[src/rtl/ctsb_pkg.sv]
`default_nettype none
package ctsb_pkg;

  localparam int ReplyDepthDefault = 16;
  localparam int QDepth = 4;

  localparam logic REQ_FRAME = 1'b0;
  localparam logic REQ_REPLY = 1'b1;

  localparam logic KIND_BUS = 1'b0;
  localparam logic KIND_FB  = 1'b1;

  localparam logic [4:0] CLS_READ  = 5'd0;
  localparam logic [4:0] CLS_WRITE = 5'd1;
  localparam logic [4:0] CLS_MOVE  = 5'd2;

  localparam logic [7:0] SUB_INFO       = 8'h00;
  localparam logic [7:0] SUB_ID         = 8'h01;
  localparam logic [7:0] SUB_OFFSET     = 8'h02;
  localparam logic [7:0] SUB_ANGLE_LOW  = 8'h03;
  localparam logic [7:0] SUB_ANGLE_HIGH = 8'h04;
  localparam logic [7:0] SUB_POS        = 8'h05;
  localparam logic [7:0] SUB_VOLT_LOW   = 8'h06;
  localparam logic [7:0] SUB_VOLT_HIGH  = 8'h07;
  localparam logic [7:0] SUB_VIN        = 8'h08;
  localparam logic [7:0] SUB_ERR        = 8'h09;
  localparam logic [7:0] SUB_TEMP       = 8'h10;
  localparam logic [7:0] SUB_MODE       = 8'h11;

  localparam logic [7:0] CMD_MOVE         = 8'd1;
  localparam logic [7:0] CMD_ID_WRITE     = 8'd13;
  localparam logic [7:0] CMD_ID_READ      = 8'd14;
  localparam logic [7:0] CMD_OFFSET_ADJ   = 8'd17;
  localparam logic [7:0] CMD_OFFSET_WRITE = 8'd18;
  localparam logic [7:0] CMD_OFFSET_READ  = 8'd19;
  localparam logic [7:0] CMD_ANGLE_WRITE  = 8'd20;
  localparam logic [7:0] CMD_ANGLE_READ   = 8'd21;
  localparam logic [7:0] CMD_VOLT_WRITE   = 8'd22;
  localparam logic [7:0] CMD_VOLT_READ    = 8'd23;
  localparam logic [7:0] CMD_TEMP_READ    = 8'd26;
  localparam logic [7:0] CMD_VIN_READ     = 8'd27;
  localparam logic [7:0] CMD_POS_READ     = 8'd28;
  localparam logic [7:0] CMD_MODE_WRITE   = 8'd29;
  localparam logic [7:0] CMD_MODE_READ    = 8'd30;
  localparam logic [7:0] CMD_ERR_READ     = 8'd36;

  localparam logic [7:0]  SYNC_BYTE    = 8'h55;
  localparam logic [7:0]  BROADCAST_ID = 8'd254;
  localparam logic [7:0]  NODE_TAG_RST = 8'd4;
  localparam logic [7:0]  SERVO_ID_RST = 8'd254;
  localparam logic [15:0] ANGLE_LO_RST = 16'd0;
  localparam logic [15:0] ANGLE_HI_RST = 16'd1000;
  localparam logic [15:0] VOLT_LO_RST  = 16'd4500;
  localparam logic [15:0] VOLT_HI_RST  = 16'd12000;
  localparam logic [15:0] SPIN_RST     = 16'd500;

  typedef enum logic [1:0] {PH_PKT1, PH_PKT2, PH_FB} phase_t;

  typedef struct packed {
    logic        ok;
    logic [7:0]  cmd;
    logic [3:0]  exp_len;
    logic [1:0]  flen;
  } rd_info_t;

  typedef struct packed {
    logic        has_pkt1;
    logic        has_pkt2;
    logic [7:0]  pkt_id;
    logic [7:0]  pkt_cmd;
    logic [2:0]  pkt_np;
    logic [31:0] pkt_prm;
    logic        has_fb;
    logic [4:0]  fb_class;
    logic [7:0]  fb_master;
    logic [7:0]  fb_node;
    logic [63:0] fb_payload;
  } job_t;

  function automatic rd_info_t read_info(input logic [7:0] sub);
    rd_info_t r;
    r = '0;
    r.ok = 1'b1;
    unique case (sub)
      SUB_ID:         begin r.cmd = CMD_ID_READ;     r.exp_len = 4'd7;  r.flen = 2'd1; end
      SUB_OFFSET:     begin r.cmd = CMD_OFFSET_READ; r.exp_len = 4'd7;  r.flen = 2'd1; end
      SUB_ANGLE_LOW:  begin r.cmd = CMD_ANGLE_READ;  r.exp_len = 4'd10; r.flen = 2'd2; end
      SUB_ANGLE_HIGH: begin r.cmd = CMD_ANGLE_READ;  r.exp_len = 4'd10; r.flen = 2'd2; end
      SUB_POS:        begin r.cmd = CMD_POS_READ;    r.exp_len = 4'd8;  r.flen = 2'd2; end
      SUB_VOLT_LOW:   begin r.cmd = CMD_VOLT_READ;   r.exp_len = 4'd10; r.flen = 2'd2; end
      SUB_VOLT_HIGH:  begin r.cmd = CMD_VOLT_READ;   r.exp_len = 4'd10; r.flen = 2'd2; end
      SUB_VIN:        begin r.cmd = CMD_VIN_READ;    r.exp_len = 4'd8;  r.flen = 2'd2; end
      SUB_ERR:        begin r.cmd = CMD_ERR_READ;    r.exp_len = 4'd7;  r.flen = 2'd1; end
      SUB_TEMP:       begin r.cmd = CMD_TEMP_READ;   r.exp_len = 4'd7;  r.flen = 2'd1; end
      SUB_MODE:       begin r.cmd = CMD_MODE_READ;   r.exp_len = 4'd10; r.flen = 2'd1; end
      default:        r.ok = 1'b0;
    endcase
    return r;
  endfunction

endpackage
`default_nettype wire

[src/rtl/ctsb_ifs.sv]
`default_nettype none
interface ctsb_in_if;
  logic        valid;
  logic        ready;
  logic        req_type;
  logic [4:0]  frame_class;
  logic [7:0]  host_id;
  logic [7:0]  dest_id;
  logic [63:0] frame_data;
  logic [7:0]  reply_byte;
  modport source (output valid, req_type, frame_class, host_id, dest_id, frame_data,
                  reply_byte, input ready);
  modport sink (input valid, req_type, frame_class, host_id, dest_id, frame_data,
                reply_byte, output ready);
endinterface

interface ctsb_out_if;
  logic        valid;
  logic        ready;
  logic        out_kind;
  logic [7:0]  bus_byte;
  logic [4:0]  fb_class;
  logic [7:0]  fb_master;
  logic [7:0]  fb_node;
  logic [63:0] fb_payload;
  logic        last;
  modport source (output valid, out_kind, bus_byte, fb_class, fb_master, fb_node,
                  fb_payload, last, input ready);
  modport sink (input valid, out_kind, bus_byte, fb_class, fb_master, fb_node,
                fb_payload, last, output ready);
endinterface
`default_nettype wire

[src/rtl/can_to_servo_bus_bridge.sv]
// Channel   Dir  Beat
// in_ch     in   CAN command frame or one servo reply byte
// out_ch    out  one servo bus byte or one CAN feedback frame, last on the final one
//
// The front decodes one input beat per cycle while the queue has room and updates all stored values at once.
// Each beat that yields results leaves a job in a four-deep queue.
// The back sends one result per cycle while the output is not stalled.
// Input stalls only when the queue is full; output stalls hold the output register.
// Reset is synchronous and restores all stored values; the reply bytes need no clearing.
`default_nettype none
module can_to_servo_bus_bridge
  import ctsb_pkg::*;
#(
  parameter int REPLY_DEPTH = ReplyDepthDefault
) (
  input  wire logic  clk,
  input  wire logic  rst_n,
  ctsb_in_if.sink    in_ch,
  ctsb_out_if.source out_ch
);

  logic q_not_full, q_push, q_valid, q_pop;
  job_t push_job, head_job;

  ctsb_front #(.REPLY_DEPTH(REPLY_DEPTH)) u_front (
    .clk     (clk),
    .rst_n   (rst_n),
    .in_ch   (in_ch),
    .q_ready (q_not_full),
    .q_push  (q_push),
    .q_job   (push_job)
  );

  ctsb_queue u_queue (
    .clk        (clk),
    .rst_n      (rst_n),
    .push       (q_push),
    .push_job   (push_job),
    .not_full   (q_not_full),
    .pop        (q_pop),
    .head_valid (q_valid),
    .head_job   (head_job)
  );

  ctsb_back u_back (
    .clk     (clk),
    .rst_n   (rst_n),
    .q_valid (q_valid),
    .q_job   (head_job),
    .q_pop   (q_pop),
    .out_ch  (out_ch)
  );

  a_push_room: assert property (@(posedge clk) disable iff (!rst_n) q_push |-> q_not_full)
    else $error("job pushed into a full queue");

  a_pop_valid: assert property (@(posedge clk) disable iff (!rst_n) q_pop |-> q_valid)
    else $error("job popped from an empty queue");

  a_job_content: assert property (@(posedge clk) disable iff (!rst_n)
    q_push |-> (push_job.has_pkt1 || push_job.has_fb))
    else $error("job pushed with no result");

  a_rst_idle: assert property (@(posedge clk) !rst_n |=> !out_ch.valid)
    else $error("output valid right after reset");

endmodule
`default_nettype wire

[src/rtl/ctsb_front.sv]
`default_nettype none
module ctsb_front
  import ctsb_pkg::*;
#(
  parameter int REPLY_DEPTH = ReplyDepthDefault
) (
  input  wire logic  clk,
  input  wire logic  rst_n,
  ctsb_in_if.sink    in_ch,
  input  wire logic  q_ready,
  output logic       q_push,
  output job_t       q_job
);

  localparam int IdxW = $clog2(REPLY_DEPTH);

  logic [7:0]  node_tag_r, node_tag_nxt;
  logic [7:0]  servo_id_r, servo_id_nxt;
  logic [15:0] angle_low_r, angle_low_nxt, angle_high_r, angle_high_nxt;
  logic [15:0] volt_low_r, volt_low_nxt, volt_high_r, volt_high_nxt;
  logic [15:0] spin_rate_r, spin_rate_nxt;
  logic [7:0]  pend_code_r, pend_code_nxt;
  logic [4:0]  pend_class_r, pend_class_nxt;
  logic [7:0]  pend_master_r, pend_master_nxt;
  logic [7:0]  pend_node_r, pend_node_nxt;
  logic [3:0]  reply_count_r, reply_count_nxt;
  logic [3:0]  reply_exp_r, reply_exp_nxt;
  logic [7:0]  reply_store_r [REPLY_DEPTH];
  logic        store_en;

  logic        accept;
  logic [7:0]  d [8];
  logic [15:0] v;
  logic [15:0] a_lo, a_hi, vo_lo, vo_hi;
  rd_info_t    fri, pri;
  logic [3:0]  cnt_inc;
  logic [7:0]  b6, b7;
  job_t        job;

  assign in_ch.ready = q_ready;
  assign accept = in_ch.valid && q_ready;

  always_comb begin
    for (int i = 0; i < 8; i++) begin
      d[i] = in_ch.frame_data[8*i +: 8];
    end
    v   = {d[7], d[6]};
    fri = read_info(d[0]);
    pri = read_info(pend_code_r);
    cnt_inc = reply_count_r + 4'd1;
    a_lo  = (v >= angle_high_r) ? angle_high_r - 16'd1 : v;
    a_hi  = (angle_low_r >= v) ? angle_low_r + 16'd1 : v;
    vo_lo = (v >= volt_high_r) ? volt_high_r - 16'd1 : v;
    vo_hi = (volt_low_r >= v) ? volt_low_r + 16'd1 : v;

    node_tag_nxt    = node_tag_r;
    servo_id_nxt    = servo_id_r;
    angle_low_nxt   = angle_low_r;
    angle_high_nxt  = angle_high_r;
    volt_low_nxt    = volt_low_r;
    volt_high_nxt   = volt_high_r;
    spin_rate_nxt   = spin_rate_r;
    pend_code_nxt   = pend_code_r;
    pend_class_nxt  = pend_class_r;
    pend_master_nxt = pend_master_r;
    pend_node_nxt   = pend_node_r;
    reply_count_nxt = reply_count_r;
    reply_exp_nxt   = reply_exp_r;
    store_en        = 1'b0;
    b6              = 8'd0;
    b7              = 8'd0;
    job             = '0;
    job.pkt_id      = servo_id_r;
    q_push          = 1'b0;

    if (accept) begin
      if (in_ch.req_type == REQ_REPLY) begin
        if (pend_code_r != 8'd0) begin
          store_en        = ({1'b0, reply_count_r} < 5'(REPLY_DEPTH));
          reply_count_nxt = cnt_inc;
          if (cnt_inc >= reply_exp_r) begin
            b7 = reply_store_r[5];
            case (pend_code_r)
              SUB_ID: servo_id_nxt = reply_store_r[5];
              SUB_ANGLE_LOW, SUB_VOLT_LOW, SUB_POS, SUB_VIN: begin
                b6 = reply_store_r[5];
                b7 = reply_store_r[6];
              end
              SUB_ANGLE_HIGH, SUB_VOLT_HIGH: begin
                b6 = reply_store_r[7];
                b7 = reply_store_r[8];
              end
              SUB_MODE: spin_rate_nxt = {reply_store_r[8], reply_store_r[7]};
              default: ;
            endcase
            if (pend_code_r == SUB_ANGLE_LOW || pend_code_r == SUB_ANGLE_HIGH) begin
              angle_low_nxt  = {reply_store_r[6], reply_store_r[5]};
              angle_high_nxt = {reply_store_r[8], reply_store_r[7]};
            end
            if (pend_code_r == SUB_VOLT_LOW || pend_code_r == SUB_VOLT_HIGH) begin
              volt_low_nxt  = {reply_store_r[6], reply_store_r[5]};
              volt_high_nxt = {reply_store_r[8], reply_store_r[7]};
            end
            job.has_fb     = 1'b1;
            job.fb_class   = pend_class_r;
            job.fb_master  = pend_master_r;
            job.fb_node    = pend_node_r;
            job.fb_payload = {b7, b6, 32'd0, 6'd0, pri.flen, pend_code_r};
            q_push          = 1'b1;
            pend_code_nxt   = 8'd0;
            reply_count_nxt = 4'd0;
            reply_exp_nxt   = 4'd0;
          end
        end
      end else if (pend_code_r == 8'd0 && in_ch.dest_id == node_tag_r) begin
        q_push        = 1'b1;
        job.has_fb    = 1'b1;
        job.fb_class  = in_ch.frame_class;
        job.fb_master = in_ch.host_id;
        case (in_ch.frame_class)
          CLS_READ: begin
            if (d[0] == SUB_INFO) begin
              job.fb_payload = {node_tag_r, 40'd0, 8'd1, 8'd0};
            end else if (fri.ok) begin
              job.has_fb      = 1'b0;
              job.has_pkt1    = 1'b1;
              job.pkt_id      = (d[0] == SUB_ID) ? BROADCAST_ID : servo_id_r;
              job.pkt_cmd     = fri.cmd;
              pend_code_nxt   = d[0];
              pend_class_nxt  = in_ch.frame_class;
              pend_master_nxt = in_ch.host_id;
              pend_node_nxt   = node_tag_r;
              reply_count_nxt = 4'd0;
              reply_exp_nxt   = fri.exp_len;
            end
          end
          CLS_WRITE: begin
            job.fb_payload = in_ch.frame_data;
            job.pkt_np     = 3'd4;
            case (d[0])
              SUB_INFO: node_tag_nxt = d[7];
              SUB_ID: begin
                job.has_pkt1 = 1'b1;
                job.pkt_cmd  = CMD_ID_WRITE;
                job.pkt_np   = 3'd1;
                job.pkt_prm  = {24'd0, d[7]};
                servo_id_nxt = d[7];
              end
              SUB_OFFSET: begin
                job.has_pkt1 = 1'b1;
                job.has_pkt2 = 1'b1;
                job.pkt_cmd  = CMD_OFFSET_ADJ;
                job.pkt_np   = 3'd1;
                job.pkt_prm  = {24'd0, d[7]};
              end
              SUB_ANGLE_LOW: begin
                job.has_pkt1  = 1'b1;
                job.pkt_cmd   = CMD_ANGLE_WRITE;
                job.pkt_prm   = {angle_high_r, a_lo};
                angle_low_nxt = a_lo;
              end
              SUB_ANGLE_HIGH: begin
                job.has_pkt1   = 1'b1;
                job.pkt_cmd    = CMD_ANGLE_WRITE;
                job.pkt_prm    = {a_hi, angle_low_r};
                angle_high_nxt = a_hi;
              end
              SUB_VOLT_LOW: begin
                job.has_pkt1 = 1'b1;
                job.pkt_cmd  = CMD_VOLT_WRITE;
                job.pkt_prm  = {volt_high_r, vo_lo};
                volt_low_nxt = vo_lo;
              end
              SUB_VOLT_HIGH: begin
                job.has_pkt1  = 1'b1;
                job.pkt_cmd   = CMD_VOLT_WRITE;
                job.pkt_prm   = {vo_hi, volt_low_r};
                volt_high_nxt = vo_hi;
              end
              SUB_MODE: begin
                job.has_pkt1 = 1'b1;
                job.pkt_cmd  = CMD_MODE_WRITE;
                job.pkt_prm  = {spin_rate_r, 8'd0, d[7]};
              end
              default: job.fb_payload = 64'd0;
            endcase
          end
          CLS_MOVE: begin
            job.has_pkt1 = 1'b1;
            job.pkt_cmd  = CMD_MOVE;
            job.pkt_np   = 3'd4;
            job.pkt_prm  = {d[5], d[4], d[1], d[0]};
          end
          default: ;
        endcase
        job.fb_node = node_tag_nxt;
      end
    end
    q_job = job;
  end

  always_ff @(posedge clk) begin
    if (!rst_n) begin
      node_tag_r    <= NODE_TAG_RST;
      servo_id_r    <= SERVO_ID_RST;
      angle_low_r   <= ANGLE_LO_RST;
      angle_high_r  <= ANGLE_HI_RST;
      volt_low_r    <= VOLT_LO_RST;
      volt_high_r   <= VOLT_HI_RST;
      spin_rate_r   <= SPIN_RST;
      pend_code_r   <= 8'd0;
      pend_class_r  <= 5'd0;
      pend_master_r <= 8'd0;
      pend_node_r   <= 8'd0;
      reply_count_r <= 4'd0;
      reply_exp_r   <= 4'd0;
    end else begin
      node_tag_r    <= node_tag_nxt;
      servo_id_r    <= servo_id_nxt;
      angle_low_r   <= angle_low_nxt;
      angle_high_r  <= angle_high_nxt;
      volt_low_r    <= volt_low_nxt;
      volt_high_r   <= volt_high_nxt;
      spin_rate_r   <= spin_rate_nxt;
      pend_code_r   <= pend_code_nxt;
      pend_class_r  <= pend_class_nxt;
      pend_master_r <= pend_master_nxt;
      pend_node_r   <= pend_node_nxt;
      reply_count_r <= reply_count_nxt;
      reply_exp_r   <= reply_exp_nxt;
    end
  end

  always_ff @(posedge clk) begin
    if (store_en) begin
      reply_store_r[reply_count_r[IdxW-1:0]] <= in_ch.reply_byte;
    end
  end

endmodule
`default_nettype wire

[src/rtl/ctsb_queue.sv]
`default_nettype none
module ctsb_queue
  import ctsb_pkg::*;
(
  input  wire logic clk,
  input  wire logic rst_n,
  input  wire logic push,
  input  job_t      push_job,
  output logic      not_full,
  input  wire logic pop,
  output logic      head_valid,
  output job_t      head_job
);

  localparam int PtrW = $clog2(QDepth);

  job_t            slot_r [QDepth];
  logic [PtrW-1:0] wr_ptr_r, rd_ptr_r;
  logic [PtrW:0]   count_r;

  assign not_full   = (count_r != (PtrW+1)'(QDepth));
  assign head_valid = (count_r != '0);
  assign head_job   = slot_r[rd_ptr_r];

  always_ff @(posedge clk) begin
    if (!rst_n) begin
      wr_ptr_r <= '0;
      rd_ptr_r <= '0;
      count_r  <= '0;
    end else begin
      if (push) begin
        wr_ptr_r <= wr_ptr_r + 1'b1;
      end
      if (pop) begin
        rd_ptr_r <= rd_ptr_r + 1'b1;
      end
      if (push && !pop) begin
        count_r <= count_r + 1'b1;
      end else if (pop && !push) begin
        count_r <= count_r - 1'b1;
      end
    end
  end

  always_ff @(posedge clk) begin
    if (push) begin
      slot_r[wr_ptr_r] <= push_job;
    end
  end

endmodule
`default_nettype wire

[src/rtl/ctsb_back.sv]
`default_nettype none
module ctsb_back
  import ctsb_pkg::*;
(
  input  wire logic  clk,
  input  wire logic  rst_n,
  input  wire logic  q_valid,
  input  job_t       q_job,
  output logic       q_pop,
  ctsb_out_if.source out_ch
);

  phase_t      phase_r, phase_nxt, cur;
  logic [3:0]  idx_r, idx_nxt;
  logic [7:0]  sum_r, sum_nxt;
  logic [2:0]  np;
  logic [7:0]  cmd, bval;
  logic [3:0]  chk_pos;
  logic [1:0]  pidx;
  logic        seg_end, done, emit;

  logic        out_valid_r;
  logic        out_kind_r;
  logic [7:0]  bus_byte_r;
  logic [4:0]  fb_class_r;
  logic [7:0]  fb_master_r, fb_node_r;
  logic [63:0] fb_payload_r;
  logic        last_r;

  always_ff @(posedge clk) begin
    if (!rst_n) begin
      phase_r <= PH_PKT1;
      idx_r   <= 4'd0;
      sum_r   <= 8'd0;
    end else begin
      phase_r <= phase_nxt;
      idx_r   <= idx_nxt;
      sum_r   <= sum_nxt;
    end
  end

  always_comb begin
    cur = phase_r;
    if (phase_r == PH_PKT1 && !q_job.has_pkt1) begin
      cur = PH_FB;
    end
    np      = (cur == PH_PKT2) ? 3'd0 : q_job.pkt_np;
    cmd     = (cur == PH_PKT2) ? CMD_OFFSET_WRITE : q_job.pkt_cmd;
    chk_pos = 4'd5 + {1'b0, np};
    pidx    = 2'(idx_r - 4'd5);
    if (idx_r < 4'd2) begin
      bval = SYNC_BYTE;
    end else if (idx_r == 4'd2) begin
      bval = q_job.pkt_id;
    end else if (idx_r == 4'd3) begin
      bval = {5'd0, np} + 8'd3;
    end else if (idx_r == 4'd4) begin
      bval = cmd;
    end else if (idx_r == chk_pos) begin
      bval = ~sum_r;
    end else begin
      bval = q_job.pkt_prm[8*pidx +: 8];
    end

    seg_end = (cur == PH_FB) || (idx_r == chk_pos);
    done    = 1'b1;
    phase_nxt = phase_r;
    unique case (cur)
      PH_PKT1: begin
        if (q_job.has_pkt2) begin
          phase_nxt = PH_PKT2;
          done      = 1'b0;
        end else if (q_job.has_fb) begin
          phase_nxt = PH_FB;
          done      = 1'b0;
        end
      end
      PH_PKT2: begin
        if (q_job.has_fb) begin
          phase_nxt = PH_FB;
          done      = 1'b0;
        end
      end
      PH_FB: ;
      default: ;
    endcase

    emit    = q_valid && (!out_valid_r || out_ch.ready);
    q_pop   = 1'b0;
    idx_nxt = idx_r;
    sum_nxt = sum_r;
    if (!emit) begin
      phase_nxt = phase_r;
    end else if (seg_end) begin
      idx_nxt = 4'd0;
      sum_nxt = 8'd0;
      if (done) begin
        phase_nxt = PH_PKT1;
        q_pop     = 1'b1;
      end
    end else begin
      phase_nxt = phase_r;
      idx_nxt   = idx_r + 4'd1;
      sum_nxt   = (idx_r < 4'd2) ? 8'd0 : sum_r + bval;
    end
  end

  always_ff @(posedge clk) begin
    if (!rst_n) begin
      out_valid_r <= 1'b0;
    end else if (emit) begin
      out_valid_r <= 1'b1;
    end else if (out_ch.ready) begin
      out_valid_r <= 1'b0;
    end
  end

  always_ff @(posedge clk) begin
    if (emit) begin
      last_r <= seg_end && done;
      if (cur == PH_FB) begin
        out_kind_r   <= KIND_FB;
        bus_byte_r   <= 8'd0;
        fb_class_r   <= q_job.fb_class;
        fb_master_r  <= q_job.fb_master;
        fb_node_r    <= q_job.fb_node;
        fb_payload_r <= q_job.fb_payload;
      end else begin
        out_kind_r   <= KIND_BUS;
        bus_byte_r   <= bval;
        fb_class_r   <= 5'd0;
        fb_master_r  <= 8'd0;
        fb_node_r    <= 8'd0;
        fb_payload_r <= 64'd0;
      end
    end
  end

  assign out_ch.valid      = out_valid_r;
  assign out_ch.out_kind   = out_kind_r;
  assign out_ch.bus_byte   = bus_byte_r;
  assign out_ch.fb_class   = fb_class_r;
  assign out_ch.fb_master  = fb_master_r;
  assign out_ch.fb_node    = fb_node_r;
  assign out_ch.fb_payload = fb_payload_r;
  assign out_ch.last       = last_r;

endmodule
`default_nettype wire
[src/flat_wrapper.sv]
// flat-port wrapper written by rule: the top's interface ports become plain ports
module can_to_servo_bus_bridge_flat import ctsb_pkg::*;
#(
  parameter int REPLY_DEPTH = ReplyDepthDefault
)
  (clk, rst_n, in_ch_valid, in_ch_req_type, in_ch_frame_class, in_ch_host_id, in_ch_dest_id, in_ch_frame_data, in_ch_reply_byte, in_ch_ready, out_ch_valid, out_ch_out_kind, out_ch_bus_byte, out_ch_fb_class, out_ch_fb_master, out_ch_fb_node, out_ch_fb_payload, out_ch_last, out_ch_ready);
  ctsb_in_if in_ch_i ();
  ctsb_out_if out_ch_i ();
  input  wire logic clk;
  input  wire logic rst_n;
  input wire logic [$bits(in_ch_i.valid)-1:0] in_ch_valid;
  input wire logic [$bits(in_ch_i.req_type)-1:0] in_ch_req_type;
  input wire logic [$bits(in_ch_i.frame_class)-1:0] in_ch_frame_class;
  input wire logic [$bits(in_ch_i.host_id)-1:0] in_ch_host_id;
  input wire logic [$bits(in_ch_i.dest_id)-1:0] in_ch_dest_id;
  input wire logic [$bits(in_ch_i.frame_data)-1:0] in_ch_frame_data;
  input wire logic [$bits(in_ch_i.reply_byte)-1:0] in_ch_reply_byte;
  output wire logic [$bits(in_ch_i.ready)-1:0] in_ch_ready;
  output wire logic [$bits(out_ch_i.valid)-1:0] out_ch_valid;
  output wire logic [$bits(out_ch_i.out_kind)-1:0] out_ch_out_kind;
  output wire logic [$bits(out_ch_i.bus_byte)-1:0] out_ch_bus_byte;
  output wire logic [$bits(out_ch_i.fb_class)-1:0] out_ch_fb_class;
  output wire logic [$bits(out_ch_i.fb_master)-1:0] out_ch_fb_master;
  output wire logic [$bits(out_ch_i.fb_node)-1:0] out_ch_fb_node;
  output wire logic [$bits(out_ch_i.fb_payload)-1:0] out_ch_fb_payload;
  output wire logic [$bits(out_ch_i.last)-1:0] out_ch_last;
  input wire logic [$bits(out_ch_i.ready)-1:0] out_ch_ready;
  assign in_ch_i.valid = in_ch_valid;
  assign in_ch_i.req_type = in_ch_req_type;
  assign in_ch_i.frame_class = in_ch_frame_class;
  assign in_ch_i.host_id = in_ch_host_id;
  assign in_ch_i.dest_id = in_ch_dest_id;
  assign in_ch_i.frame_data = in_ch_frame_data;
  assign in_ch_i.reply_byte = in_ch_reply_byte;
  assign in_ch_ready = in_ch_i.ready;
  assign out_ch_valid = out_ch_i.valid;
  assign out_ch_out_kind = out_ch_i.out_kind;
  assign out_ch_bus_byte = out_ch_i.bus_byte;
  assign out_ch_fb_class = out_ch_i.fb_class;
  assign out_ch_fb_master = out_ch_i.fb_master;
  assign out_ch_fb_node = out_ch_i.fb_node;
  assign out_ch_fb_payload = out_ch_i.fb_payload;
  assign out_ch_last = out_ch_i.last;
  assign out_ch_i.ready = out_ch_ready;
  can_to_servo_bus_bridge #(.REPLY_DEPTH(REPLY_DEPTH)) u_core (.clk(clk), .rst_n(rst_n), .in_ch(in_ch_i), .out_ch(out_ch_i));
endmodule
[config.mk]
export PLATFORM = sky130hd
export DESIGN_NAME = can_to_servo_bus_bridge_flat
export DESIGN_NICKNAME = d
export VERILOG_FILES = /design/src/rtl/ctsb_pkg.sv /design/src/rtl/ctsb_ifs.sv /design/src/rtl/can_to_servo_bus_bridge.sv /design/src/rtl/ctsb_front.sv /design/src/rtl/ctsb_queue.sv /design/src/rtl/ctsb_back.sv /design/src/flat_wrapper.sv
export SDC_FILE = /design/constraint.sdc
export NUM_CORES = 1
export LEC_CHECK = 0
export ABC_AREA = 1
export BUFFER_PORTS_ARGS = -buffer_cell sky130_fd_sc_hd__buf_2
export CORE_ASPECT_RATIO = 1.25
export CORE_MARGIN = 4
export CORE_UTILIZATION = 35
export DETAILED_ROUTE_END_ITERATION = 7
export GPL_ROUTABILITY_DRIVEN = 0
export GPL_TIMING_DRIVEN = 0
export PLACE_DENSITY_LB_ADDON = 0.05
export SLEW_MARGIN = 15
export SYNTH_ARGS = -nofsm -noshare
export SYNTH_HDL_FRONTEND = slang
export SYNTH_SLANG_ARGS = --single-unit
export TNS_END_PERCENT = 30
[constraint.sdc]
create_clock -name clk -period 7.7 [get_ports clk]
set_clock_uncertainty 0.05 [all_clocks]
set_input_delay 0.77 -clock clk [delete_from_list [all_inputs] [get_ports clk]]
set_output_delay 0.77 -clock clk [all_outputs]
set_load 0.005 [all_outputs]
==> out/results.txt, run 1 <==
Chip Width: 309 um
final core utilization: 41.3%
Vias per Instance: 5.34
Async S/R FF share, synth: 0%
CP Launch Type: flip-flop
H-tree Lvls: 3
antenna viol nets, final: 0
top_reg_cell synth: edfxtp_1
# IOs: 195
I/O Buffers: 194
max_slew headroom: 23.6%
crit share post-route: 69.1%
maxcap violations: 0
routed vias: 31830
Power Density: 286 nW/um^2
fin crit period: 5.32 ns
largest family of logic cells by synthesized area: simple AND/OR/NAND/NOR gates
Inst Count DP: 5796
Final Net Count: 4620
core area: 112000 um^2
Pleak: 17.5 nW
FP Rows: 137
clk sinks: 827
Placement Cell Area: 43300 um^2
Skew-Pair Late Insertion Delay: 0.68 ns
Worst Tran Pin Value: 1.15 ns
WL/cell: 25.6 um
R2R Setup Slk: 2.38 ns
RSZ-0062 raised after global routing: no
Worst Hold Launch: in_ch_reply_byte[3]
TritonRoute pass-1 iters: 8
Slew Limit Fails: 0
post-synthesis compound-gate area fraction: 10.8%
die height: 384 um
FILL cells: 11174
DR iter-0 viols: 3091
Final Setup Violations: 0
area of the mapped netlist: 39600 um^2
CP Data Arrival Time: 5.86 ns
total gr overflow: 0
Power Total: 0.0132 W
Post-Synth Simple-Gate Area: 20.5%
die area: 119000 um^2
Post-synth EDFFs: 671
flops & latches, synth: 827
final setup TNS: 0 ns
share of layout cells above drive strength 1: 12.6%
Syn Nets: 4298
Post-CTS Setup Repair Bufs: 0
Hold Fails Final Rpt: 0
most common cell after layout, fill and taps aside: nand2_1
initial antenna violation count: 6
CTS Buf Count: 89
hold path cells: 1
Crit. End Element: flip-flop
cts hold-fix bufs: 0
syn avg cell area: 9.64 um^2
XOR/XNOR Fraction of Synth Area: 1.26%
crit path kind: reg2reg
pin count of the biggest net entering global routing: 23
vias in the first global route: 30568
R2R Path Start: u_core.u_back.idx_r[0]
Peak VDD IR: 183 uV
CP Max Fanout: 11
Req. time, crit path: 8.24 ns
YS warnings: 0
Total GRT Usage: 25.2%
cell count after synthesis: 4106
area occupied by multi-input gates: 14200 um^2
status: complete, no violations
multiplexer area fraction after synthesis: 0%
fmax: 188 MHz
HPWL Detailed: 115 mm
fin area: 46200 um^2
Netlist cell types: 63
Reg2Reg Depth: 20
Starting Density: 35.4%
final wirelength: 152 mm
CTS Buffer Depth: 3
commonest non-fill, non-tap cells in the layout: 680 x nand2_1, 671 x edfxtp_1, 580 x nor2_1
Hold Crit Endpoint: u_core.u_front.reply_store_r[6][3]
Synth Area in Adders: 3.01%
Remaining DRCs: 0
Non-Filler Instances: 5961
clk slew on worst S/H paths: 0.07 ns
Seq. cell area: 23300 um^2
Hold Crit Class: in2reg
clock root cell: clkbuf_16
Worst R2R End: u_core.u_back.sum_r[6]
first-pass GRT wire length: 215 mm
TritonCTS clock tree: built
post-CTS sizing: 0
sequential fraction of the synthesis area: 58.8%
area grow syn2layout: 16.8%
## sequential cells by signal (all words and copies together), names as in the netlist, 4 cells and up, named ones only
name / count
u_core.u_front.servo_id_r: 8
u_core.u_back.out_ch.fb_node: 8
u_core.u_front.spin_rate_r: 16
u_core.u_front.reply_store_r: 32
u_core.u_queue.slot_r: 544
u_core.u_front.angle_high_r: 16
u_core.u_back.out_ch.fb_master: 8
u_core.u_front.volt_low_r: 16
u_core.u_front.pend_class_r: 5
u_core.u_front.pend_code_r: 8
u_core.u_back.idx_r: 4
u_core.u_front.reply_count_r: 4
u_core.u_back.sum_r: 8
u_core.u_back.out_ch.fb_class: 5
u_core.u_front.node_tag_r: 8
u_core.u_back.out_ch.fb_payload: 64
u_core.u_back.out_ch.bus_byte: 8
u_core.u_front.pend_master_r: 8
u_core.u_front.volt_high_r: 16
u_core.u_front.pend_node_r: 8
u_core.u_front.angle_low_r: 16
## cells in the mapped netlist, types with 9 or more instances
master / n / share of area, %
edfxtp_1: 671 / 51
nand4_1: 96 / 1.5
buf_4: 10 / 0.19
a32oi_1: 9 / 0.20
buf_6: 10 / 0.28
clkbuf_1: 85 / 0.81
o21ai_1: 18 / 0.23
dfxtp_1: 156 / 7.9
xor2_1: 52 / 1.2
buf_2: 76 / 0.96
nor3b_1: 37 / 0.70
a22oi_1: 25 / 0.47
o211ai_1: 20 / 0.38
nor2_1: 584 / 5.5
ha_1: 92 / 2.9
nor2_2: 12 / 0.19
buf_1: 26 / 0.25
o32ai_2: 9 / 0.37
nand2_1: 680 / 6.4
nor3_1: 32 / 0.40
inv_2: 25 / 0.24
inv_1: 287 / 2.7
nor2_4: 9 / 0.26
a221oi_1: 16 / 0.35
nand3_1: 348 / 4.4
o21ai_0: 300 / 3.8
a21oi_1: 293 / 3.7
o22ai_1: 18 / 0.28
## routing by layer
layer | GRT usage (%) | up-vias | wire length [um]
li1 | - | 14981 | -
met1 | 31.5 | 15410 | 62300
met4 | 13.8 | 0 | 9530
met5 | 0 | - | 0
met2 | 42.7 | 1116 | 72800
met3 | 3.01 | 323 | 7770
## critical path: stages, from the launching register on
cell and delay [ns]:
dfxtp_1 0.38, clkinv_1 0.41, clkbuf_1 0.49, ha_1 0.42
clkbuf_1 0.57, clkinv_1 0.66, o211ai_1 0.44, nand3_1 0.11
nand2_1 0.13, inv_1 0.09, fa_1 0.39, nand2_1 0.07
inv_1 0.04, o21ai_0 0.21, nand2_1 0.08, nand2_1 0.08
nand2_1 0.06, a21oi_1 0.17, or2_2 0.13, nand3_1 0.08
a21oi_1 0.14
## power breakdown
group | leakage (nW) | total (W) | switching (W) | internal [W]
registers | 7.31 | 0.00551 | 0.000135 | 0.00537
clock network | 1.43 | 0.00435 | 0.00183 | 0.00253
logic | 8.77 | 0.00335 | 0.00235 | 0.00100
## worst max path at each step
stage | cells after the start | start | slack, ns | to
final | 20 | u_core.u_back.idx_r[0] | 2.38 | u_core.u_back.sum_r[6]
after global routing | 20 | u_core.u_back.idx_r[0] | 1.91 | u_core.u_back.sum_r[6]
after CTS | 20 | u_core.u_back.idx_r[0] | 2.36 | u_core.u_back.sum_r[6]
after detailed placement | 20 | u_core.u_back.idx_r[0] | 2.38 | u_core.u_back.sum_r[6]
after global placement | 11 | u_core.u_front.reply_count_r[0] | -6.37 | u_core.u_queue.slot_r[1][26]
after floorplan | 11 | u_core.u_front.reply_count_r[0] | -0.33 | u_core.u_queue.slot_r[0][0]
## area by class of cell
cell class	count	area share, %
Clock inverter	47	1.11
Multi-Input combinational cell	2749	30.6
Tap cell	1459	3.95
Timing Repair Buffer	231	3.96
Buffer	207	2.13
Antenna cell	2	0.0108
Sequential cell	827	50.3
Inverter	323	2.65
Clock buffer	116	5.23
## per-stage QoR
step	setup WS, ns	hold slack (ns)
6_report	2.38	0.294
5_1_grt	1.91	0.273
4_1_cts	2.36	0.241
3_5_place_dp	2.38	0.383
3_3_place_gp	-6.37	0.377
2_1_floorplan	-0.334	0.369
## logic make-up (layout without fill, tap and decap cells)
group / after synthesis / after routing
xor gates and xnor gates: 57 / 57
buffers and inverters: 530 / 924
adders and majority gates: 94 / 94
other: 0 / 2
AOI/OAI and AO/OA: 758 / 758
and+or+nand+nor: 1840 / 1840
DFF: 827 / 827
No activity file was read; power rests on OpenSTA's default activity.
==> inputs of run 2 (changes only) <==
==> constraint.sdc (replaced) <==
create_clock -name clk -period 4.41 [get_ports clk]
set_clock_uncertainty 0.05 [all_clocks]
set_input_delay 0.441 -clock clk [delete_from_list [all_inputs] [get_ports clk]]
set_output_delay 0.441 -clock clk [all_outputs]
set_load 0.005 [all_outputs]
==> run 2 against run 1 <==
Effect of this change:
- clock power increased by 79%
- power is 74% higher
- worst hold slack got worse by 0.18 ns
- routed wire length up 0.12%
- critical path type unchanged
- largest power group unchanged
- highest routed layer unchanged
==> out/results.txt, run 2 (synthesis results as in run 1) <==
status: complete, no violations
Power Density: 495 nW/um^2
Worst R2R End: u_core.u_queue.slot_r[2][107]
WL/cell: 25.5 um
die height: 384 um
antenna viol nets, final: 0
Peak VDD IR: 287 uV
Skew-Pair Late Insertion Delay: 0.68 ns
FILL cells: 11138
Starting Density: 35.4%
Seq. cell area: 23300 um^2
crit path kind: reg2reg
Final Net Count: 4632
final setup TNS: 0 ns
Final Setup Violations: 0
fmax: 250 MHz
clock root cell: clkbuf_16
commonest non-fill, non-tap cells in the layout: 680 x nand2_1, 671 x edfxtp_1, 578 x nor2_1
CP Launch Type: flip-flop
Top reg by flops: u_core.u_queue.slot_r
CTS Buf Count: 90
number of cells on the critical path: 16
DR iter-0 viols: 2590
Worst Path Buf+Inv: 7
TritonCTS clock tree: built
crit share post-route: 90.7%
crit-path cells: inv_1 -> ha_1 -> ha_1 -> inv_1 -> nor2_1 -> o21ai_0 -> nand3_1 -> nor2_1 -> nor2_1 -> nand2_4 -> nor2_4 -> buf_12 -> buf_16 -> buf_12 -> buf_16 -> buf_12
Slew Limit Fails: 0
Post-CTS Setup Repair Bufs: 0
final wirelength: 153 mm
R2R Setup Slk: 0.41 ns
Worst Hold Launch: in_ch_frame_data[1]
Hold Crit Class: in2reg
FP Rows: 137
Reg2Reg Depth: 16
fin area: 46500 um^2
R2R Path Start: u_core.u_front.reply_count_r[0]
Crit. End Element: flip-flop
# IOs: 195
Vias per Instance: 5.30
end point of the critical path: u_core.u_queue.slot_r[2][107]
Placement Cell Area: 43300 um^2
Hold Fails Final Rpt: 0
most common cell after layout, fill and taps aside: nand2_1
CP Data Arrival Time: 4.31 ns
fin crit period: 4.00 ns
Power Total: 0.0230 W
core area: 112000 um^2
total gr overflow: 0
Worst Tran Pin Value: 1.15 ns
share of layout cells above drive strength 1: 12.8%
worst setup path start: u_core.u_front.reply_count_r[0]
HPWL Detailed: 116 mm
Total GRT Usage: 25.3%
Worst path slowest cell: nor2_4
die area: 119000 um^2
Remaining DRCs: 0
I/O Buffers: 194
area grow syn2layout: 17.4%
max_slew headroom: 23.5%
routed vias: 31645
RSZ-0062 raised after global routing: no
Chip Width: 309 um
CTS Buffer Depth: 3
max reg flops: 544
Req. time, crit path: 4.72 ns
vias in the first global route: 30952
CP Max Fanout: 22
Critical Path Max Stage Delay: 0.52 ns
maxcap violations: 0
pin count of the biggest net entering global routing: 24
clk sinks: 827
TritonRoute pass-1 iters: 6
area occupied by multi-input gates: 14200 um^2
first-pass GRT wire length: 216 mm
initial antenna violation count: 8
cell family with most CP delay: buffers and inverters
H-tree Lvls: 3
Pleak: 17.5 nW
clk slew on worst S/H paths: 0.06 ns
==> run 2: changes by cell type in the layout (fill, tap and decap cells not counted), moves of 3 or more <==
cell and delta:
clkinv_2 +4, clkbuf_8 -4, clkbuf_1 -8, dlygate4sd3_1 +16, clkbuf_16 +3
==> run 2: routing by layer <==
metal | share of wire (%) | global-route usage [%]
met1 | 41 | 31.1
met2 | 48 | 43.4
met3 | 4.9 | 3.32
met4 | 5.9 | 13.4
met5 | 0 | 0
==> run 2: worst register-to-register path, delay by kind of cell, from the launching register on <==
kind,cells,cell delay [ns]
buf+inv,7,1.23
simple gates,6,1.19
fa+ha+maj,2,0.64
compound gates,1,0.09
flops,1,0.44
==> run 2: worst min path at each step <==
stage	to	slack, ns	depth (start not counted)
final	u_core.u_front.pend_code_r[1]	0.12	3
after global routing	u_core.u_front.pend_code_r[1]	0.1	3
after CTS	u_core.u_front.pend_code_r[1]	0.07	3
after detailed placement	u_core.u_front.pend_class_r[3]	0.38	2
after global placement	u_core.u_front.pend_class_r[2]	0.38	2
after floorplan	u_core.u_front.pend_class_r[2]	0.37	2
==> run 2: power breakdown <==
group          internal [W]  switching [W]
combinational       0.00169        0.00391
clock               0.00456        0.00322
sequential          0.00936       0.000242
==> run 2: metrics by stage <==
step                utilization (%)  setup WS [ns]  hold WS (ns)  instances
finish                         41.5          0.411         0.116       5973
global route                   41.5         0.0117        0.0989       5972
CTS                            41.5          0.160        0.0668       5973
detailed placement             38.7          -1.02         0.379       5795
global placement               37.9          -5.02         0.376       5759
floorplan                         -          -1.33         0.369       4106
==> run 2: layout make-up <==
cell class / count / area share (%)
clock buffers: 114 / 5.24
clock inverters: 51 / 1.24
well taps: 1459 / 3.93
flip-flops and latches: 827 / 50.1
repair buffers: 246 / 4.25
diodes: 1 / 0.00538
inverters: 323 / 2.64
plain buffers: 203 / 2.09
multi-input cells: 2749 / 30.5
==> run 2: what timing repair did <==
action	in CTS	in global routing
resized for setup	5	7
hold buffers	16	0
endpoints found under the setup margin	7	1
endpoints found under the hold margin	40	0
